[src/hdl/uce_pkg.sv]
// Shared types and constants for the URL component extractor.
`default_nettype none

package uce_pkg;

    localparam int N_MARKS = 10;

    localparam int M_SLASH    = 0;
    localparam int M_QUEST    = 1;
    localparam int M_HASH     = 2;
    localparam int M_AT       = 3;
    localparam int M_COLON    = 4;
    localparam int M_AT_COLON = 5;
    localparam int M_AT_SLASH = 6;
    localparam int M_SL_QUEST = 7;
    localparam int M_SL_HASH  = 8;
    localparam int M_QU_HASH  = 9;

    localparam logic [7:0] CH_SPACE = 8'h20;
    localparam logic [7:0] CH_SLASH = 8'h2F;
    localparam logic [7:0] CH_QUEST = 8'h3F;
    localparam logic [7:0] CH_HASH  = 8'h23;
    localparam logic [7:0] CH_AT    = 8'h40;
    localparam logic [7:0] CH_COLON = 8'h3A;

    typedef enum logic [2:0] {
        PART_AUTHORITY = 3'd0,
        PART_FILE      = 3'd1,
        PART_HOST      = 3'd2,
        PART_PATH      = 3'd3,
        PART_PROTOCOL  = 3'd4,
        PART_QUERY     = 3'd5,
        PART_REF       = 3'd6,
        PART_USERINFO  = 3'd7
    } part_sel_t;

    typedef enum logic [1:0] {
        SCH_IDLE   = 2'd0,
        SCH_COLON  = 2'd1,
        SCH_SLASH1 = 2'd2
    } scheme_st_t;

    typedef struct packed {
        logic               overflow;
        logic               first_valid;
        logic               scheme_valid;
        logic [N_MARKS-1:0] mark_valid;
    } scan_flags_t;

endpackage

`default_nettype wire

[src/hdl/uce_scan.sv]
// Per-URL scan state: trimmed bounds, scheme search and delimiter positions.
`default_nettype none

module uce_scan
    import uce_pkg::*;
#(
    parameter int MAX_URL_BYTES = 65536,
    localparam int POS_W = $clog2(MAX_URL_BYTES + 1)
)(
    input  logic             clk,
    input  logic             rst_n,
    input  logic             step,
    input  logic [7:0]       url_byte,
    input  logic             last_byte,
    output scan_flags_t      flags,
    output logic [POS_W-1:0] first_pos,
    output logic [POS_W-1:0] last_pos,
    output logic [POS_W-1:0] scheme_pos,
    output logic [POS_W-1:0] mark_pos [N_MARKS]
);

    logic [POS_W-1:0]   idx_reg;
    logic [POS_W-1:0]   idx_next;
    scan_flags_t        flags_reg;
    logic [POS_W-1:0]   first_pos_reg;
    logic [POS_W-1:0]   last_pos_reg;
    logic [POS_W-1:0]   scheme_pos_reg;
    logic [POS_W-1:0]   mark_pos_reg [N_MARKS];
    scheme_st_t         sch_reg;
    scheme_st_t         sch_next;
    logic               take;
    logic [N_MARKS-1:0] mark_hit;

    assign take = (idx_reg < POS_W'(MAX_URL_BYTES));
    assign idx_next = take ? idx_reg + POS_W'(1) : idx_reg;

    always_comb
    begin
        sch_next = sch_reg;
        if (take && !flags_reg.scheme_valid)
        begin
            if (url_byte == CH_COLON)
            begin
                sch_next = SCH_COLON;
            end
            else if (url_byte == CH_SLASH && sch_reg == SCH_COLON)
            begin
                sch_next = SCH_SLASH1;
            end
            else
            begin
                sch_next = SCH_IDLE;
            end
        end
    end

    always_comb
    begin
        mark_hit = '0;
        if (flags_reg.scheme_valid)
        begin
            case (url_byte)
                CH_SLASH:
                begin
                    mark_hit[M_AT_SLASH] = flags_reg.mark_valid[M_AT];
                    mark_hit[M_SLASH]    = 1'b1;
                end
                CH_QUEST:
                begin
                    mark_hit[M_SL_QUEST] = flags_reg.mark_valid[M_SLASH];
                    mark_hit[M_QUEST]    = 1'b1;
                end
                CH_HASH:
                begin
                    mark_hit[M_SL_HASH] = flags_reg.mark_valid[M_SLASH];
                    mark_hit[M_QU_HASH] = flags_reg.mark_valid[M_QUEST];
                    mark_hit[M_HASH]    = 1'b1;
                end
                CH_AT:
                begin
                    mark_hit[M_AT] = 1'b1;
                end
                CH_COLON:
                begin
                    mark_hit[M_AT_COLON] = flags_reg.mark_valid[M_AT];
                    mark_hit[M_COLON]    = 1'b1;
                end
                default:
                begin
                    mark_hit = '0;
                end
            endcase
        end
    end

    // The outputs show the state with the current byte already folded in.
    always_comb
    begin
        flags      = flags_reg;
        first_pos  = first_pos_reg;
        last_pos   = last_pos_reg;
        scheme_pos = scheme_pos_reg;
        mark_pos   = mark_pos_reg;
        if (!take)
        begin
            flags.overflow = 1'b1;
        end
        else
        begin
            if (url_byte != CH_SPACE)
            begin
                if (!flags_reg.first_valid)
                begin
                    flags.first_valid = 1'b1;
                    first_pos         = idx_reg;
                end
                last_pos = idx_reg;
            end
            if (!flags_reg.scheme_valid && sch_reg == SCH_SLASH1 && url_byte == CH_SLASH)
            begin
                flags.scheme_valid = 1'b1;
                scheme_pos         = idx_reg - POS_W'(2);
            end
            for (int k = 0; k < N_MARKS; k++)
            begin
                if (mark_hit[k] && !flags_reg.mark_valid[k])
                begin
                    flags.mark_valid[k] = 1'b1;
                    mark_pos[k]         = idx_reg;
                end
            end
        end
    end

    always_ff @(posedge clk or negedge rst_n)
    begin
        if (!rst_n)
        begin
            idx_reg      <= '0;
            flags_reg    <= '0;
            last_pos_reg <= '0;
            sch_reg      <= SCH_IDLE;
        end
        else if (step)
        begin
            if (last_byte)
            begin
                idx_reg      <= '0;
                flags_reg    <= '0;
                last_pos_reg <= '0;
                sch_reg      <= SCH_IDLE;
            end
            else
            begin
                idx_reg      <= idx_next;
                flags_reg    <= flags;
                last_pos_reg <= last_pos;
                sch_reg      <= sch_next;
            end
        end
    end

    always_ff @(posedge clk)
    begin
        if (step && !last_byte)
        begin
            first_pos_reg  <= first_pos;
            scheme_pos_reg <= scheme_pos;
            mark_pos_reg   <= mark_pos;
        end
    end

endmodule

`default_nettype wire

[src/hdl/uce_select.sv]
// Start and length of the selected URL part from the scan state.
`default_nettype none

module uce_select
    import uce_pkg::*;
#(
    parameter int MAX_URL_BYTES = 65536,
    localparam int POS_W = $clog2(MAX_URL_BYTES + 1)
)(
    input  part_sel_t        part_sel,
    input  scan_flags_t      flags,
    input  logic [POS_W-1:0] first_pos,
    input  logic [POS_W-1:0] last_pos,
    input  logic [POS_W-1:0] scheme_pos,
    input  logic [POS_W-1:0] mark_pos [N_MARKS],
    output logic             found,
    output logic [15:0]      start,
    output logic [15:0]      length
);

    localparam int OUT_W = (POS_W > 16) ? POS_W : 16;

    logic [POS_W-1:0] p;
    logic [POS_W-1:0] te;
    logic [POS_W-1:0] s;
    logic [POS_W-1:0] e;
    logic [POS_W-1:0] e_clamp;
    logic [OUT_W-1:0] s_wide;
    logic [OUT_W-1:0] len_wide;
    logic [N_MARKS-1:0] mv;

    assign mv = flags.mark_valid;
    assign p  = scheme_pos + POS_W'(3);
    assign te = last_pos + POS_W'(1);

    always_comb
    begin
        found = 1'b0;
        s     = '0;
        e     = '0;
        if (!flags.overflow && flags.scheme_valid)
        begin
            found = 1'b1;
            case (part_sel)
                PART_AUTHORITY:
                begin
                    s = p;
                    e = mv[M_SLASH] ? mark_pos[M_SLASH] : te;
                end
                PART_FILE:
                begin
                    if (mv[M_SLASH])
                    begin
                        s = mark_pos[M_SLASH];
                        e = mv[M_SL_HASH] ? mark_pos[M_SL_HASH] : te;
                    end
                end
                PART_PATH:
                begin
                    if (mv[M_SLASH])
                    begin
                        s = mark_pos[M_SLASH];
                        e = mv[M_SL_QUEST] ? mark_pos[M_SL_QUEST] :
                            mv[M_SL_HASH]  ? mark_pos[M_SL_HASH]  : te;
                    end
                end
                PART_HOST:
                begin
                    if (mv[M_AT])
                    begin
                        s = mark_pos[M_AT] + POS_W'(1);
                        e = mv[M_AT_COLON] ? mark_pos[M_AT_COLON] :
                            mv[M_AT_SLASH] ? mark_pos[M_AT_SLASH] : te;
                    end
                    else
                    begin
                        s = p;
                        e = mv[M_COLON] ? mark_pos[M_COLON] :
                            mv[M_SLASH] ? mark_pos[M_SLASH] : te;
                    end
                end
                PART_PROTOCOL:
                begin
                    s = first_pos;
                    e = scheme_pos;
                end
                PART_QUERY:
                begin
                    if (mv[M_QUEST])
                    begin
                        s = mark_pos[M_QUEST] + POS_W'(1);
                        e = mv[M_QU_HASH] ? mark_pos[M_QU_HASH] : te;
                    end
                    else
                    begin
                        found = 1'b0;
                    end
                end
                PART_REF:
                begin
                    if (mv[M_HASH])
                    begin
                        s = mark_pos[M_HASH] + POS_W'(1);
                        e = te;
                    end
                    else
                    begin
                        found = 1'b0;
                    end
                end
                PART_USERINFO:
                begin
                    if (mv[M_AT])
                    begin
                        s = p;
                        e = mark_pos[M_AT];
                    end
                    else
                    begin
                        found = 1'b0;
                    end
                end
                default:
                begin
                    found = 1'b0;
                end
            endcase
        end
    end

    assign e_clamp  = (e < s) ? s : e;
    assign s_wide   = OUT_W'(s);
    assign len_wide = OUT_W'(e_clamp - s);
    assign start    = s_wide[15:0];
    assign length   = len_wide[15:0];

endmodule

`default_nettype wire

[src/hdl/url_component_extractor.sv]
// Top level of the URL component extractor.
//
// A URL enters one byte per word on the byte channel (url_byte, last_byte,
// byte_valid, byte_stall); last_byte marks its final byte. The part chosen
// by part_select (the user writes it through part_select_we only while the
// block is idle; the block does not enforce this) leaves as one word on the
// part channel (part_found, part_start, part_length, too_long, part_valid,
// part_stall) for each URL. Throughput is one byte per cycle, back to back
// across URL boundaries, except while a final byte waits on a stalled result.
// Each byte passes an input register and then updates the scan state; the
// result word is registered in the output register as the final byte leaves
// the input register, and the part is picked from the scan state in the same
// cycle that the final byte updates it. Reset clears the scan index, flags,
// last position and scheme state, the output valid flag, and sets part_select
// to authority. While the receiver stalls, the result word holds and bytes
// that are not final keep flowing; a final byte waits in the input register,
// and byte_stall rises until the result word is taken.
`default_nettype none

module url_component_extractor
    import uce_pkg::*;
#(
    parameter int MAX_URL_BYTES = 65536
)(
    input  logic        clk,
    input  logic        rst_n,
    input  logic [7:0]  url_byte,
    input  logic        last_byte,
    input  logic        byte_valid,
    output logic        byte_stall,
    input  logic        part_select_we,
    input  logic [2:0]  part_select,
    output logic        part_found,
    output logic [15:0] part_start,
    output logic [15:0] part_length,
    output logic        too_long,
    output logic        part_valid,
    input  logic        part_stall
);

    localparam int POS_W = $clog2(MAX_URL_BYTES + 1);

    part_sel_t        part_sel_reg;
    logic             in_valid_reg;
    logic             in_valid_next;
    logic [7:0]       in_byte_reg;
    logic             in_last_reg;
    logic             advance;
    logic             accept;
    logic             out_valid_reg;
    logic             out_valid_next;
    logic             found_reg;
    logic [15:0]      start_reg;
    logic [15:0]      length_reg;
    logic             too_long_reg;

    scan_flags_t      flags;
    logic [POS_W-1:0] first_pos;
    logic [POS_W-1:0] last_pos;
    logic [POS_W-1:0] scheme_pos;
    logic [POS_W-1:0] mark_pos [N_MARKS];
    logic             sel_found;
    logic [15:0]      sel_start;
    logic [15:0]      sel_length;

    assign advance        = in_valid_reg && !(in_last_reg && out_valid_reg && part_stall);
    assign byte_stall     = in_valid_reg && !advance;
    assign accept         = byte_valid && !byte_stall;
    assign in_valid_next  = accept || (in_valid_reg && !advance);
    assign out_valid_next = (advance && in_last_reg) || (out_valid_reg && part_stall);

    uce_scan #(
        .MAX_URL_BYTES(MAX_URL_BYTES)
    ) u_scan (
        .clk       (clk),
        .rst_n     (rst_n),
        .step      (advance),
        .url_byte  (in_byte_reg),
        .last_byte (in_last_reg),
        .flags     (flags),
        .first_pos (first_pos),
        .last_pos  (last_pos),
        .scheme_pos(scheme_pos),
        .mark_pos  (mark_pos)
    );

    uce_select #(
        .MAX_URL_BYTES(MAX_URL_BYTES)
    ) u_select (
        .part_sel  (part_sel_reg),
        .flags     (flags),
        .first_pos (first_pos),
        .last_pos  (last_pos),
        .scheme_pos(scheme_pos),
        .mark_pos  (mark_pos),
        .found     (sel_found),
        .start     (sel_start),
        .length    (sel_length)
    );

    always_ff @(posedge clk or negedge rst_n)
    begin
        if (!rst_n)
        begin
            part_sel_reg  <= PART_AUTHORITY;
            in_valid_reg  <= 1'b0;
            out_valid_reg <= 1'b0;
        end
        else
        begin
            if (part_select_we)
            begin
                part_sel_reg <= part_sel_t'(part_select);
            end
            in_valid_reg  <= in_valid_next;
            out_valid_reg <= out_valid_next;
        end
    end

    always_ff @(posedge clk)
    begin
        if (accept)
        begin
            in_byte_reg <= url_byte;
            in_last_reg <= last_byte;
        end
        if (advance && in_last_reg)
        begin
            found_reg    <= sel_found;
            start_reg    <= sel_start;
            length_reg   <= sel_length;
            too_long_reg <= flags.overflow;
        end
    end

    assign part_valid  = out_valid_reg;
    assign part_found  = found_reg;
    assign part_start  = start_reg;
    assign part_length = length_reg;
    assign too_long    = too_long_reg;

    a_rise_after_last: assert property (@(posedge clk) disable iff (!rst_n)
        $rose(out_valid_reg) |-> $past(advance && in_last_reg))
        else $error("Result word appeared without a final byte.");

    a_too_long_empty: assert property (@(posedge clk) disable iff (!rst_n)
        (out_valid_reg && too_long_reg) |->
            (!found_reg && start_reg == 16'd0 && length_reg == 16'd0))
        else $error("Overlong URL reported a part.");

    a_last_waits: assert property (@(posedge clk) disable iff (!rst_n)
        (in_valid_reg && in_last_reg && out_valid_reg && part_stall) |-> !advance)
        else $error("Final byte advanced over a pending result word.");

    a_held_word: assert property (@(posedge clk) disable iff (!rst_n)
        (out_valid_reg && part_stall) |=> (out_valid_reg && $stable(start_reg)
            && $stable(length_reg) && $stable(found_reg)))
        else $error("Stalled result word changed.");

endmodule

`default_nettype wire
[config.mk]
export PLATFORM = sky130hd
export DESIGN_NAME = url_component_extractor
export DESIGN_NICKNAME = d
export VERILOG_FILES = /design/src/hdl/uce_pkg.sv /design/src/hdl/uce_scan.sv /design/src/hdl/uce_select.sv /design/src/hdl/url_component_extractor.sv
export SDC_FILE = /design/constraint.sdc
export NUM_CORES = 1
export LEC_CHECK = 0
export BUFFER_PORTS_ARGS = -buffer_cell sky130_fd_sc_hd__buf_2
export CAP_MARGIN = 20
export CORE_MARGIN = 2
export CORE_UTILIZATION = 65
export CTS_BUF_LIST = sky130_fd_sc_hd__clkbuf_4
export CTS_CLUSTER_SIZE = 25
export DETAILED_ROUTE_END_ITERATION = 10
export MAX_ROUTING_LAYER = met4
export PLACE_DENSITY_LB_ADDON = 0.12
export SETUP_SLACK_MARGIN = 0.5
export SYNTH_ARGS = -nofsm -noshare
export SYNTH_HDL_FRONTEND = slang
export SYNTH_SLANG_ARGS = --single-unit
[constraint.sdc]
create_clock -name clk -period 9.9 [get_ports clk]
set_input_delay 1.485 -clock clk [delete_from_list [all_inputs] [get_ports clk]]
set_output_delay 1.485 -clock clk [all_outputs]
set_load 0.005 [all_outputs]
==> results_dict.tcl <==
set metrics [dict create \
    worstReg2RegStart "in_byte_reg[3]$_DFFE_PP_" \
    dr.pass1.iters 8 \
    rsz0062_at_grt "no" \
    insertion_delay_ns 0.79 \
    fin_skew_ns 0.07617 \
    synthMuxAreaShare_pct 9.999 \
    grt_usage_pct 46.94 \
    relSlewSlack_pct 27.29 \
    critPathMostFrequentCell "o21ai_0" \
    area_growth_pct 10.17 \
    yosysWarningCount 0 \
    die-width_um 176.3 \
    via_per_inst 7.004 \
    crit_fanout 20 \
    netlist_area_mm2 0.01930 \
    antenna_found_initial 4 \
    min_period_over_period_pct 90.46 \
    tns_ns 0 \
    num_vias 17520 \
    synth_top_family_by_area "simple AND/OR/NAND/NOR gates" \
    synth_area_per_cell_um2 9.830 \
    numCtsBuffers 80 \
    powerDensity_mw_per_mm2 138.6 \
    fp.dieH_um 176.3 \
    worstSetupEndpointType "flop" \
    cts_root_buf "clkbuf_4" \
    ys.flop_type "edfxtp_1" \
    hold_class "reg2reg" \
    synth_compound_area_share_pct 15.57 \
    worst_pin_slew_ns 1.091 \
    first_global_vias 16550 \
    grt_pass1_wl_mm 103.9 \
    status "finished, final reports clean" \
    fp-row-count 63 \
    port_buffers 52 \
    synth_xor_area_share_pct 3.994 \
    holdPathEnd "u_scan.last_pos_reg[16]$_DFFE_PN0P_" \
    clkSlewWorstSetupHoldPaths_ns 0.07 \
    remaining_drc_errors 0 \
    setup_violations 0 \
    cts_sinks 301 \
    critical_path.slowest_cell "or4_1" \
    leakagePower_nw 8.250 \
    startpoint_type "flop" \
    seq_area_frac_synth_pct 45.44 \
    maxClockFrequency_mhz 111.7 \
    yosysUniqueCellTypes 99 \
    nets 2104 \
    arrival_ns 9.51 \
    synthArstFlopShare_pct 17.94 \
    whs_path_depth 1 \
    start_util_pct 65.63 \
    synth-simple-area-share_pct 17.60 \
    postSynthCellCount 1963 \
    fin_crit_ns 8.956 \
    ant_nets 0 \
    core-area_mm2 0.02940 \
    reg2reg_slack_ns 0.94 \
    die-area_mm2 0.03108 \
    synthAdderAreaFrac_pct 2.633 \
    cap_violations 0 \
    routed_wl_mm 71.01 \
    vdd_drop_max_mv 0.1068 \
    wire_per_inst_um 28.38 \
    cts_buffer_depth 3 \
    critical_path.max_stage_delay_ns 0.63 \
    critPathKind "reg2reg" \
    synth_edf_count 247 \
    hold_start "u_scan.last_pos_reg[16]$_DFFE_PN0P_" \
    ys_ff_latch 301 \
    io_pins 53 \
    largest_reg_flops 170 \
    drive_gt1_share_pct 20.41 \
    ff2ff_path_depth 30 \
    final_cell_mix "edfxtp_1, nand2_1, nor2_1" \
    hold_viol 0 \
    grt-ovfl-total 0 \
    grt_max_degree 143 \
    p_total_mw 2.946 \
    layout_commonest_cell "edfxtp_1" \
    gp_congestion 1.061 \
    r2r_end "part_length[14]$_DFFE_PP_" \
    drt_iter0_markers 2489 \
    htreeDepth 3 \
    syn_nets 2020 \
    slew_viol_final 0 \
    crit_required_ns 10.46 \
    cts_tree "done" \
    hpwlAfterDp_mm 50.23 \
]
[stage by stage]
step	cells	cell area (um^2)	hold slack [ns]	utilization, %	setup WS [ns]
after floorplan	1963	19300	0.4579	-	1.722
after global placement	2351	20100	0.4851	68.37	0.8654
after detailed placement	2351	20100	0.4916	68.37	0.5319
after CTS	2493	21110	0.5123	71.80	0.5967
after global routing	2501	21260	0.5485	72.29	0.5082
final	2502	21260	0.5063	72.30	0.9443
[worst max-delay path, delay by kind of cell (launching register included)]
family                     cells  cell delay, ns
adders and majority gates      2            0.69
xor gates and xnor gates       1            0.43
AOI/OAI and AO/OA             17            4.07
DFF                            1            0.58
muxes                          2            0.78
and+or+nand+nor                6            1.68
buffers and inverters          2            0.51
[metal layers]
metal	GRT usage, %	share of wire, %	vias to the layer above
met3	14.08	14	343
met2	66.29	42	1407
met5	-	0	-
met1	58.19	36	8283
li1	-	-	7490
met4	31.68	7.8	0
[logic make-up (layout without fill, tap and decap cells)]
kind of cell | count (synthesis) | count (layout)
mux | 179 | 179
xor+xnor | 88 | 88
simple gates | 678 | 678
flops | 301 | 301
buf+inv | 228 | 372
fa+ha+maj | 40 | 40
other cells | 0 | 5
compound gates | 449 | 449
[cells in the mapped netlist (28+ instances only)]
cell / count / area, um^2
xor2_1: 28 / 245.2
nor3_1: 38 / 190.2
inv_1: 96 / 360.4
mux2i_1: 71 / 710.7
edfxtp_1: 247 / 7417
nand4_1: 36 / 225.2
nand2_1: 246 / 923.4
o21ai_0: 111 / 555.5
clkbuf_1: 97 / 364.1
xnor2_1: 60 / 525.5
a21oi_1: 98 / 490.5
mux2_2: 105 / 1182
dfrtp_1: 54 / 1351
nor2_1: 149 / 559.3
nand3_1: 53 / 265.3
ha_1: 39 / 488.0
[how the worst max path moves through the flow]
stage / start / to / slack (ns) / depth (start not counted)
final: in_byte_reg[3]$_DFFE_PP_ / part_length[14]$_DFFE_PP_ / 0.94 / 30
after detailed placement: in_byte_reg[4]$_DFFE_PP_ / part_length[15]$_DFFE_PP_ / 0.53 / 33
after floorplan: u_scan.flags_reg[10]$_DFFE_PN0P_ / part_length[15]$_DFFE_PP_ / 1.72 / 38
after global placement: in_byte_reg[4]$_DFFE_PP_ / part_length[15]$_DFFE_PP_ / 0.87 / 32
after global routing: in_byte_reg[4]$_DFFE_PP_ / part_length[14]$_DFFE_PP_ / 0.51 / 35
after CTS: in_byte_reg[4]$_DFFE_PP_ / part_length[14]$_DFFE_PP_ / 0.60 / 32
[layout make-up]
class | instances | area (um^2)
inverters | 99 | 379.1
fillers | 2239 | 8144
clock inverters | 30 | 157.7
clock buffers | 112 | 840.8
diodes | 5 | 12.51
repair buffers | 131 | 853.3
well taps | 390 | 488.0
multi-input cells | 1434 | 9757
flip-flops and latches | 301 | 8770
[report_power, final]
part | internal, mW | switching, mW
Sequential | 1.44 | 0.0318
Combinational | 0.113 | 0.244
Clock | 0.551 | 0.571
[what timing repair did]
item,CTS,global route
pin swaps,0,3
hold buffers,0,0
endpoints found under the setup margin,2,4
buffers inserted,0,3
gates resized for setup,2,26
No activity file was read; power rests on OpenSTA's default activity.
